==> src/rtl/tmc_pkg.sv <==
// ----------------------------------------------------------------------------
// tmc_pkg: shared types and constants of the touch median calibrate unit
// Window size, sample width, link type of the sorting chain, state and
// register codes, and the clamp limit helper.
// ----------------------------------------------------------------------------
package tmc_pkg;

  localparam int WINDOW  = 7;
  localparam int MED_IDX = WINDOW / 2;
  localparam int CNT_W   = $clog2(WINDOW);
  localparam int SAMPLE_W = 13;
  localparam int OFS_W   = 14;
  localparam int GAIN_W  = 24;
  localparam int SIZE_W  = 11;
  localparam int COORD_W = 10;
  localparam int PROD_W  = OFS_W + GAIN_W;
  localparam int FRAC_W  = 16;

  typedef logic [SAMPLE_W-1:0] sample_t;
  typedef logic [COORD_W-1:0]  coord_t;

  // What one sorting cell hands to its right-hand neighbor.
  typedef struct packed {
    logic    gt;   // cell value is above the incoming sample, or cell is empty
    sample_t val;  // current cell value
  } link_t;

  typedef enum logic [1:0] {
    ST_IDLE,
    ST_MUL,
    ST_FIN
  } state_e;

  typedef enum logic [2:0] {
    REG_X_OFFSET     = 3'd0,
    REG_Y_OFFSET     = 3'd1,
    REG_X_GAIN       = 3'd2,
    REG_Y_GAIN       = 3'd3,
    REG_CALIB_LAND   = 3'd4,
    REG_DISPLAY_LAND = 3'd5,
    REG_SCREEN_H     = 3'd6,
    REG_SCREEN_W     = 3'd7
  } reg_e;

  // Largest pixel index for a screen size; zero acts as one, above 1024 as 1024.
  function automatic coord_t limit_of(logic [SIZE_W-1:0] size);
    logic [SIZE_W-1:0] dec;
    dec = size - SIZE_W'(1);
    if (size == '0) begin
      limit_of = '0;
    end else if (size > SIZE_W'(1024)) begin
      limit_of = '1;
    end else begin
      limit_of = dec[COORD_W-1:0];
    end
  endfunction

endpackage

==> src/rtl/touch_median_calibrate_unit.sv <==
// ----------------------------------------------------------------------------
// touch_median_calibrate_unit: median of seven touch samples per axis with
// linear calibration, clamping and orientation.
// Path: the last Y sample goes through the multiply state, the output state
// and the output register. Throughput: one sample per cycle; after each Y
// window the input stalls while the gain multipliers and the output stage run.
// Reset: async active low; clears sample count, axis, held X median, state,
// output valid and loads the calibration registers with their defaults.
// ----------------------------------------------------------------------------
module touch_median_calibrate_unit (
  input  logic        clk_i,
  input  logic        rst_ni,
  // configuration write channel
  input  logic        cfg_valid_i,
  output logic        cfg_ready_o,
  input  logic [2:0]  cfg_index_i,
  input  logic [23:0] cfg_data_i,
  // sample stream in
  input  logic        s_axis_tvalid,
  output logic        s_axis_tready,
  input  logic [15:0] s_axis_tdata,   // [7:0] hi_byte, [15:8] lo_byte
  input  logic        s_axis_tuser,   // [0] axis (0 X, 1 Y)
  // result stream out
  output logic        m_axis_tvalid,
  input  logic        m_axis_tready,
  output logic [47:0] m_axis_tdata   // [12:0] raw_x, [25:13] raw_y,
                                     // [35:26] screen_x, [45:36] screen_y, pad
);
  import tmc_pkg::*;

  // Calibration registers
  logic [OFS_W-1:0]  x_offset_q, y_offset_q;
  logic [GAIN_W-1:0] x_gain_q, y_gain_q;
  logic              calib_land_q, display_land_q;
  logic [SIZE_W-1:0] screen_h_q, screen_w_q;

  assign cfg_ready_o = 1'b1;

  always_ff @(posedge clk_i or negedge rst_ni) begin
    if (!rst_ni) begin
      x_offset_q     <= '0;
      y_offset_q     <= '0;
      x_gain_q       <= GAIN_W'(65536);
      y_gain_q       <= GAIN_W'(65536);
      calib_land_q   <= 1'b0;
      display_land_q <= 1'b0;
      screen_h_q     <= SIZE_W'(320);
      screen_w_q     <= SIZE_W'(240);
    end else if (cfg_valid_i && cfg_ready_o) begin
      unique case (reg_e'(cfg_index_i))
        REG_X_OFFSET:     x_offset_q     <= cfg_data_i[OFS_W-1:0];
        REG_Y_OFFSET:     y_offset_q     <= cfg_data_i[OFS_W-1:0];
        REG_X_GAIN:       x_gain_q       <= cfg_data_i[GAIN_W-1:0];
        REG_Y_GAIN:       y_gain_q       <= cfg_data_i[GAIN_W-1:0];
        REG_CALIB_LAND:   calib_land_q   <= cfg_data_i[0];
        REG_DISPLAY_LAND: display_land_q <= cfg_data_i[0];
        REG_SCREEN_H:     screen_h_q     <= cfg_data_i[SIZE_W-1:0];
        REG_SCREEN_W:     screen_w_q     <= cfg_data_i[SIZE_W-1:0];
        default: ;
      endcase
    end
  end

  // Input decode
  state_e     state_q, state_d;
  logic [CNT_W-1:0] count_q, count_d;
  logic       axis_q, axis_d;
  sample_t    held_x_q, held_x_d;
  sample_t    med_y_q, med_y_d;
  sample_t    sample;
  logic       in_xfer, take;
  logic       last;

  assign sample  = {s_axis_tdata[7:0], s_axis_tdata[15:11]};
  assign in_xfer = s_axis_tvalid && s_axis_tready;
  // Drop samples of the wrong axis without touching any state
  assign take    = in_xfer && (s_axis_tuser == axis_q);
  assign last    = (count_q == CNT_W'(WINDOW - 1));

  // Insertion chain: cell i is occupied when more than i samples of the window are taken
  link_t   links [WINDOW+1];
  sample_t vnext [WINDOW];

  assign links[0] = '{gt: 1'b0, val: '0};

  for (genvar i = 0; i < WINDOW; i++) begin : g_cell
    tmc_sort_cell u_cell (
      .clk_i      (clk_i),
      .load_i     (take),
      .occ_i      ({1'b0, count_q} > (CNT_W+1)'(i)),
      .sample_i   (sample),
      .prev_i     (links[i]),
      .next_o     (links[i+1]),
      .val_next_o (vnext[i])
    );
  end

  // Calibration lanes
  logic   mul_load;
  coord_t h_lim, w_lim;
  coord_t x_cal, y_cal;

  assign h_lim = limit_of(screen_h_q);
  assign w_lim = limit_of(screen_w_q);

  tmc_scale u_scale_x (
    .clk_i    (clk_i),
    .load_i   (mul_load),
    .median_i (held_x_q),
    .offset_i (x_offset_q),
    .gain_i   (x_gain_q),
    .lim_i    (h_lim),
    .coord_o  (x_cal)
  );

  tmc_scale u_scale_y (
    .clk_i    (clk_i),
    .load_i   (mul_load),
    .median_i (med_y_q),
    .offset_i (y_offset_q),
    .gain_i   (y_gain_q),
    .lim_i    (w_lim),
    .coord_o  (y_cal)
  );

  // Swap for landscape calibration, then rotate when the display differs
  coord_t sw_x, sw_y, or_x, or_y;

  always_comb begin
    sw_x = calib_land_q ? y_cal : x_cal;
    sw_y = calib_land_q ? x_cal : y_cal;
    or_x = sw_x;
    or_y = sw_y;
    if (calib_land_q != display_land_q) begin
      if (!calib_land_q) begin
        or_x = w_lim - sw_y;
        or_y = sw_x;
      end else begin
        or_x = sw_y;
        or_y = w_lim - sw_x;
      end
    end
  end

  // Output register
  logic        out_valid_q, out_valid_d;
  logic [47:0] out_data_q;
  logic        out_load;

  // Sequencer
  always_comb begin
    state_d     = state_q;
    count_d     = count_q;
    axis_d      = axis_q;
    held_x_d    = held_x_q;
    med_y_d     = med_y_q;
    s_axis_tready = 1'b0;
    mul_load    = 1'b0;
    out_load    = 1'b0;
    out_valid_d = out_valid_q && !m_axis_tready;
    unique case (state_q)
      ST_IDLE: begin
        s_axis_tready = 1'b1;
        if (take) begin
          if (last) begin
            count_d = '0;
            axis_d  = !axis_q;
            if (!axis_q) begin
              held_x_d = vnext[MED_IDX];
            end else begin
              med_y_d = vnext[MED_IDX];
              state_d = ST_MUL;
            end
          end else begin
            count_d = count_q + CNT_W'(1);
          end
        end
      end
      ST_MUL: begin
        mul_load = 1'b1;
        state_d  = ST_FIN;
      end
      ST_FIN: begin
        // Hold until the output register is free
        if (!out_valid_q || m_axis_tready) begin
          out_load    = 1'b1;
          out_valid_d = 1'b1;
          state_d     = ST_IDLE;
        end
      end
      default: state_d = ST_IDLE;
    endcase
  end

  always_ff @(posedge clk_i or negedge rst_ni) begin
    if (!rst_ni) begin
      state_q     <= ST_IDLE;
      count_q     <= '0;
      axis_q      <= 1'b0;
      held_x_q    <= '0;
      out_valid_q <= 1'b0;
    end else begin
      state_q     <= state_d;
      count_q     <= count_d;
      axis_q      <= axis_d;
      held_x_q    <= held_x_d;
      out_valid_q <= out_valid_d;
    end
  end

  always_ff @(posedge clk_i) begin
    med_y_q <= med_y_d;
    if (out_load) begin
      out_data_q <= {2'b00, or_y, or_x, med_y_q, held_x_q};
    end
  end

  assign m_axis_tvalid = out_valid_q;
  assign m_axis_tdata  = out_data_q;

  // Assertions
  a_count_range: assert property (@(posedge clk_i) disable iff (!rst_ni)
    ({1'b0, count_q} < (CNT_W+1)'(WINDOW)))
    else $error("sample count left the window");

  a_mul_after_y: assert property (@(posedge clk_i) disable iff (!rst_ni)
    (state_q == ST_MUL) |-> (!axis_q && count_q == '0))
    else $error("multiply stage entered without a finished Y window");

  a_mul_to_fin: assert property (@(posedge clk_i) disable iff (!rst_ni)
    (state_q == ST_MUL) |=> (state_q == ST_FIN))
    else $error("multiply stage not followed by output stage");

  a_out_source: assert property (@(posedge clk_i) disable iff (!rst_ni)
    $rose(m_axis_tvalid) |-> $past(state_q == ST_FIN))
    else $error("result raised outside the output stage");

endmodule

==> src/rtl/tmc_sort_cell.sv <==
// ----------------------------------------------------------------------------
// tmc_sort_cell: one cell of the insertion sorting chain
// Holds one sample; on a load it keeps its value, takes the new sample or
// takes its left neighbor's value so that the chain stays in ascending order.
// ----------------------------------------------------------------------------
module tmc_sort_cell (
  input  logic            clk_i,
  input  logic            load_i,
  input  logic            occ_i,
  input  tmc_pkg::sample_t sample_i,
  input  tmc_pkg::link_t  prev_i,
  output tmc_pkg::link_t  next_o,
  output tmc_pkg::sample_t val_next_o
);
  import tmc_pkg::*;

  sample_t val_q, val_d;
  logic    gt;

  assign gt = !occ_i || (val_q > sample_i);

  always_comb begin
    val_d = val_q;
    if (load_i && gt) begin
      val_d = prev_i.gt ? prev_i.val : sample_i;
    end
  end

  always_ff @(posedge clk_i) begin
    val_q <= val_d;
  end

  assign next_o.gt  = gt;
  assign next_o.val = val_q;
  assign val_next_o = val_d;

endmodule

==> src/rtl/tmc_scale.sv <==
// ----------------------------------------------------------------------------
// tmc_scale: offset, gain and clamp of one axis
// Registers the product of (median - offset) and the Q8.16 gain, then drops
// the fraction and clamps to the given limit; non-positive differences give 0.
// ----------------------------------------------------------------------------
module tmc_scale (
  input  logic                         clk_i,
  input  logic                         load_i,
  input  tmc_pkg::sample_t             median_i,
  input  logic [tmc_pkg::OFS_W-1:0]    offset_i,
  input  logic [tmc_pkg::GAIN_W-1:0]   gain_i,
  input  tmc_pkg::coord_t              lim_i,
  output tmc_pkg::coord_t              coord_o
);
  import tmc_pkg::*;

  logic signed [OFS_W:0]  diff;
  logic [PROD_W-1:0]      prod_q;
  logic                   pos_q;
  logic [PROD_W-FRAC_W-1:0] whole;

  assign diff = $signed({2'b00, median_i}) - $signed({offset_i[OFS_W-1], offset_i});

  always_ff @(posedge clk_i) begin
    if (load_i) begin
      prod_q <= PROD_W'(diff[OFS_W-1:0]) * PROD_W'(gain_i);
      pos_q  <= !diff[OFS_W] && (diff != '0);
    end
  end

  assign whole = prod_q[PROD_W-1:FRAC_W];

  always_comb begin
    if (!pos_q) begin
      coord_o = '0;
    end else if (whole > (PROD_W-FRAC_W)'(lim_i)) begin
      coord_o = lim_i;
    end else begin
      coord_o = whole[COORD_W-1:0];
    end
  end

endmodule
==> config.mk <==
export PLATFORM = sky130hd
export DESIGN_NAME = touch_median_calibrate_unit
export DESIGN_NICKNAME = d
export VERILOG_FILES = /design/src/rtl/tmc_pkg.sv /design/src/rtl/touch_median_calibrate_unit.sv /design/src/rtl/tmc_sort_cell.sv /design/src/rtl/tmc_scale.sv
export SDC_FILE = /design/constraint.sdc
export NUM_CORES = 2
export LEC_CHECK = 0
export ABC_AREA = 1
export BUFFER_PORTS_ARGS = -buffer_cell sky130_fd_sc_hd__buf_2
export CAP_MARGIN = 20
export CORE_MARGIN = 2
export CORE_UTILIZATION = 35
export CTS_CLUSTER_SIZE = 8
export DETAILED_ROUTE_END_ITERATION = 10
export SETUP_SLACK_MARGIN = 0.5
export SYNTH_ARGS = -nofsm -noshare
export SYNTH_HDL_FRONTEND = slang
export SYNTH_HIERARCHICAL = 1
export SYNTH_SLANG_ARGS = --single-unit
export TNS_END_PERCENT = 20
==> constraint.sdc <==
create_clock -name clk_i -period 18.31 [get_ports clk_i]
set_input_delay 0.9155 -clock clk_i [delete_from_list [all_inputs] [get_ports clk_i]]
set_output_delay 0.9155 -clock clk_i [all_outputs]
set_load 0.02 [all_outputs]
==> impl_table.tex <==
\begin{tabular}{lr}
\hline
Metric & Value \\
\hline
\multicolumn{2}{l}{\textbf{STA}} \\
Time the worst path needs with I/O delays and setup & 7.95 ns \\
Maximum clock skew at final layout & 0.0511 ns \\
Period utilisation layout & 0.434 \\
Final count of pins violating max slew & 0 \\
Worst-case headroom to the max-slew limit & 0.339 \\
Setup TNS Final & 0 ns \\
Setup repair after global routing missed its margin & false \\
Maximum clock rate & 126 MHz \\
Setup violations, final & 0 \\
Worst-Margin Slew & 0.989 ns \\
Hold violation count in the final report & 0 \\
\multicolumn{2}{l}{\textbf{Cells and area}} \\
Area growth from synthesis to layout & 7.79\% \\
Number of filler instances in the final layout & 11300 \\
Number of nets at the end of the flow & 5861 \\
Fraction of final layout cells sized beyond drive strength 1 & 0.0598 \\
Final cell area excluding filler cells & 41100 sq um \\
Antenna cells & 0 \\
\multicolumn{2}{l}{\textbf{Route}} \\
First-pass DRT Iterations & 8 \\
Routed wire per std cell & 17.0 microns \\
Vias per cell & 4.84 \\
Total via count in the routed design & 31100 \\
Routed Wire Length & 109000 microns \\
Count of unresolved DRC violations after routing & 0 \\
Count of antenna-violating nets left after detailed routing & 0 \\
DRT iter0 DRCs & 2380 \\
\multicolumn{2}{l}{\textbf{Placed design}} \\
Last weighted congestion value of the routability-driven placer & 0.923 \\
Total cell area at the placement stage & 39800 sq um \\
PortBufs & 93 \\
Final HPWL from detailed placement & 87800 microns \\
\multicolumn{2}{l}{\textbf{Critical path}} \\
Max FO, Critical Path & 21 \\
Worst Path Class, Setup & reg2reg \\
Reg2Reg Capture Point & u\_scale\_y/prod\_q[36]\$\_DFFE\_PP\_ \\
Capturing element type of the critical path & flop \\
CP Launch Point & med\_y\_q[0]\$\_DFFE\_PP\_ \\
Critical path launch point type & flop \\
Worst EP arrival & 8.31 ns \\
Crit Reg-Reg Startpoint & med\_y\_q[0]\$\_DFFE\_PP\_ \\
Flop-to-flop setup slack & 10.36 ns \\
Cell occurring most often along the worst timing path & sky130\_fd\_sc\_hd\_\_nand2\_1 \\
Required time at the worst-slack endpoint & 18.68 ns \\
Slowest cell delay on critical path & 0.74 ns \\
Critical-path cell with the highest stage delay & sky130\_fd\_sc\_hd\_\_inv\_1 \\
Worst Reg2Reg Path Length in Cells & 30 \\
\multicolumn{2}{l}{\textbf{GRT}} \\
Pin count of the biggest net entering global routing & 65 \\
Global-route wire length before repair & 176000 microns \\
Initial antenna violation count & 1 \\
Via count of the first global-routing pass & 31900 \\
Overflow after GRT & 0 \\
Overall global routing resource usage & 0.199 \\
\multicolumn{2}{l}{\textbf{Clocking}} \\
Clk Tree Root Cell & sky130\_fd\_sc\_hd\_\_clkbuf\_16 \\
Resize count post-CTS & 0 \\
Number of H-tree levels & 2 \\
Largest buffer count on any clock path & 3 \\
Skew-Pair Late Insertion Delay & 0.62 ns \\
Clock buffers created by TritonCTS & 42 \\
Clock tree from TritonCTS & done \\
Hold Buf Count CTS & 0 \\
Clock-pin slew on the worst setup and hold paths & 0.05 ns \\
Number of buffers added for setup after CTS & 0 \\
Sink Count & 277 \\
\multicolumn{2}{l}{\textbf{Job}} \\
Reported max-cap violation count & 0 \\
\multicolumn{2}{l}{\textbf{Yosys}} \\
Synth Cell Area & 38100 sq um \\
Avg Cell Area, Syn & 7.68 sq um \\
Post-synthesis instance total & 4959 \\
Number of warning messages in the yosys log & 6 \\
\multicolumn{2}{l}{\textbf{Hold path}} \\
Type of the worst min-delay path & in2async \\
\multicolumn{2}{l}{\textbf{Die}} \\
Full die area & 112000 sq um \\
Initial cell density of the core & 0.351 \\
Core Region & 108000 sq um \\
Die height & 334 microns \\
Die width & 334 microns \\
Total I/O pin count & 100 \\
Standard-cell rows & 121 \\
\multicolumn{2}{l}{\textbf{Status}} \\
Run status & completed \\
\hline
\end{tabular}
## per-layer routing
| layer | track usage | up-vias | routed length, microns |
|---|---|---|---|
| met4 | 0.0568 | 2 | 3090 |
| met1 | 0.270 | 15100 | 49200 |
| met5 | 0 | - | 20 |
| met2 | 0.334 | 783 | 50900 |
| li1 | - | 15000 | - |
| met3 | 0.0239 | 144 | 5870 |
## sequential cells by signal, summed over array words and instances, names as in the netlist
| name | cells |
|---|---|
| held_x_q | 13 |
| med_y_q | 13 |
| y_offset_q | 14 |
| display_land_q | 1 |
| m_axis_tdata | 46 |
| screen_w_q | 11 |
| state_q | 2 |
| count_q | 3 |
| u_scale_y/prod_q | 22 |
| calib_land_q | 1 |
| g_cell.u_cell/val_q | 52 |
| u_scale_x/pos_q | 1 |
| u_scale_x/prod_q | 22 |
| y_gain_q | 24 |
| x_gain_q | 24 |
| x_offset_q | 14 |
| axis_q | 1 |
| u_scale_y/pos_q | 1 |
| m_axis_tvalid | 1 |
| screen_h_q | 11 |
## final cells by class
cell class	instances	area (sq um)	share of cell area
flip-flops and latches	277	7210	0.176
clock buffers	71	1170	0.0285
well taps	1414	1770	0.0431
clock inverters	7	104	0.00253
multi-input cells	3475	26200	0.638
repair buffers	113	626	0.0152
inverters	1060	3980	0.0969
## metrics by stage
stage | cells | setup WS [ns] | hold slack (ns) | util
floorplan | 4974 | 11.86 | 0.426 | -
global placement | 6338 | 10.45 | 0.452 | 0.367
detailed placement | 6338 | 10.42 | 0.451 | 0.367
CTS | 6416 | 10.42 | 0.329 | 0.379
global route | 6417 | 9.85 | 0.372 | 0.379
finish | 6417 | 10.36 | 0.333 | 0.379
## layout by cell type, fill, tap and decap left out, types with 17 or more instances in the layout
cell	n
sky130_fd_sc_hd__inv_1	1041
sky130_fd_sc_hd__inv_2	17
sky130_fd_sc_hd__nand2_1	1344
sky130_fd_sc_hd__xor2_1	21
sky130_fd_sc_hd__edfxtp_1	105
sky130_fd_sc_hd__buf_4	19
sky130_fd_sc_hd__o21ai_0	257
sky130_fd_sc_hd__dfrtp_1	112
sky130_fd_sc_hd__clkbuf_16	42
sky130_fd_sc_hd__nand4_1	17
sky130_fd_sc_hd__a31oi_1	23
sky130_fd_sc_hd__clkbuf_1	28
sky130_fd_sc_hd__dfxtp_1	52
sky130_fd_sc_hd__conb_1	17
sky130_fd_sc_hd__nor3_1	27
sky130_fd_sc_hd__nand3_1	160
sky130_fd_sc_hd__buf_2	92
sky130_fd_sc_hd__nor2_2	21
sky130_fd_sc_hd__a21oi_1	146
sky130_fd_sc_hd__nor2_1	420
sky130_fd_sc_hd__nand2_2	33
sky130_fd_sc_hd__fa_1	524
sky130_fd_sc_hd__ha_1	319
## worst max-delay path by stage
stage / end / slack [ns] / cells past startpoint
after CTS: u_scale_x/prod_q[37]$_DFFE_PP_ / 10.42 / 27
after detailed placement: u_scale_y/prod_q[36]$_DFFE_PP_ / 10.42 / 30
after global placement: u_scale_x/prod_q[37]$_DFFE_PP_ / 10.45 / 27
final: u_scale_y/prod_q[36]$_DFFE_PP_ / 10.36 / 30
after global routing: u_scale_x/prod_q[37]$_DFFE_PP_ / 9.85 / 27
after floorplan: u_scale_x/prod_q[37]$_DFFE_PP_ / 11.86 / 31
## worst max-delay path, delay by kind of cell (launching register included)
family | cells | cell delay (ns)
AO/OA/AOI/OAI | 3 | 0.72
adder cells (fa/ha/maj) | 9 | 4.00
buffers and inverters | 6 | 1.09
flip-flops | 1 | 0.44
AND/OR/NAND/NOR | 12 | 1.46
Power is not shown: default switching activity piles up to over one toggle a cycle in this logic, so the estimate is an artifact.
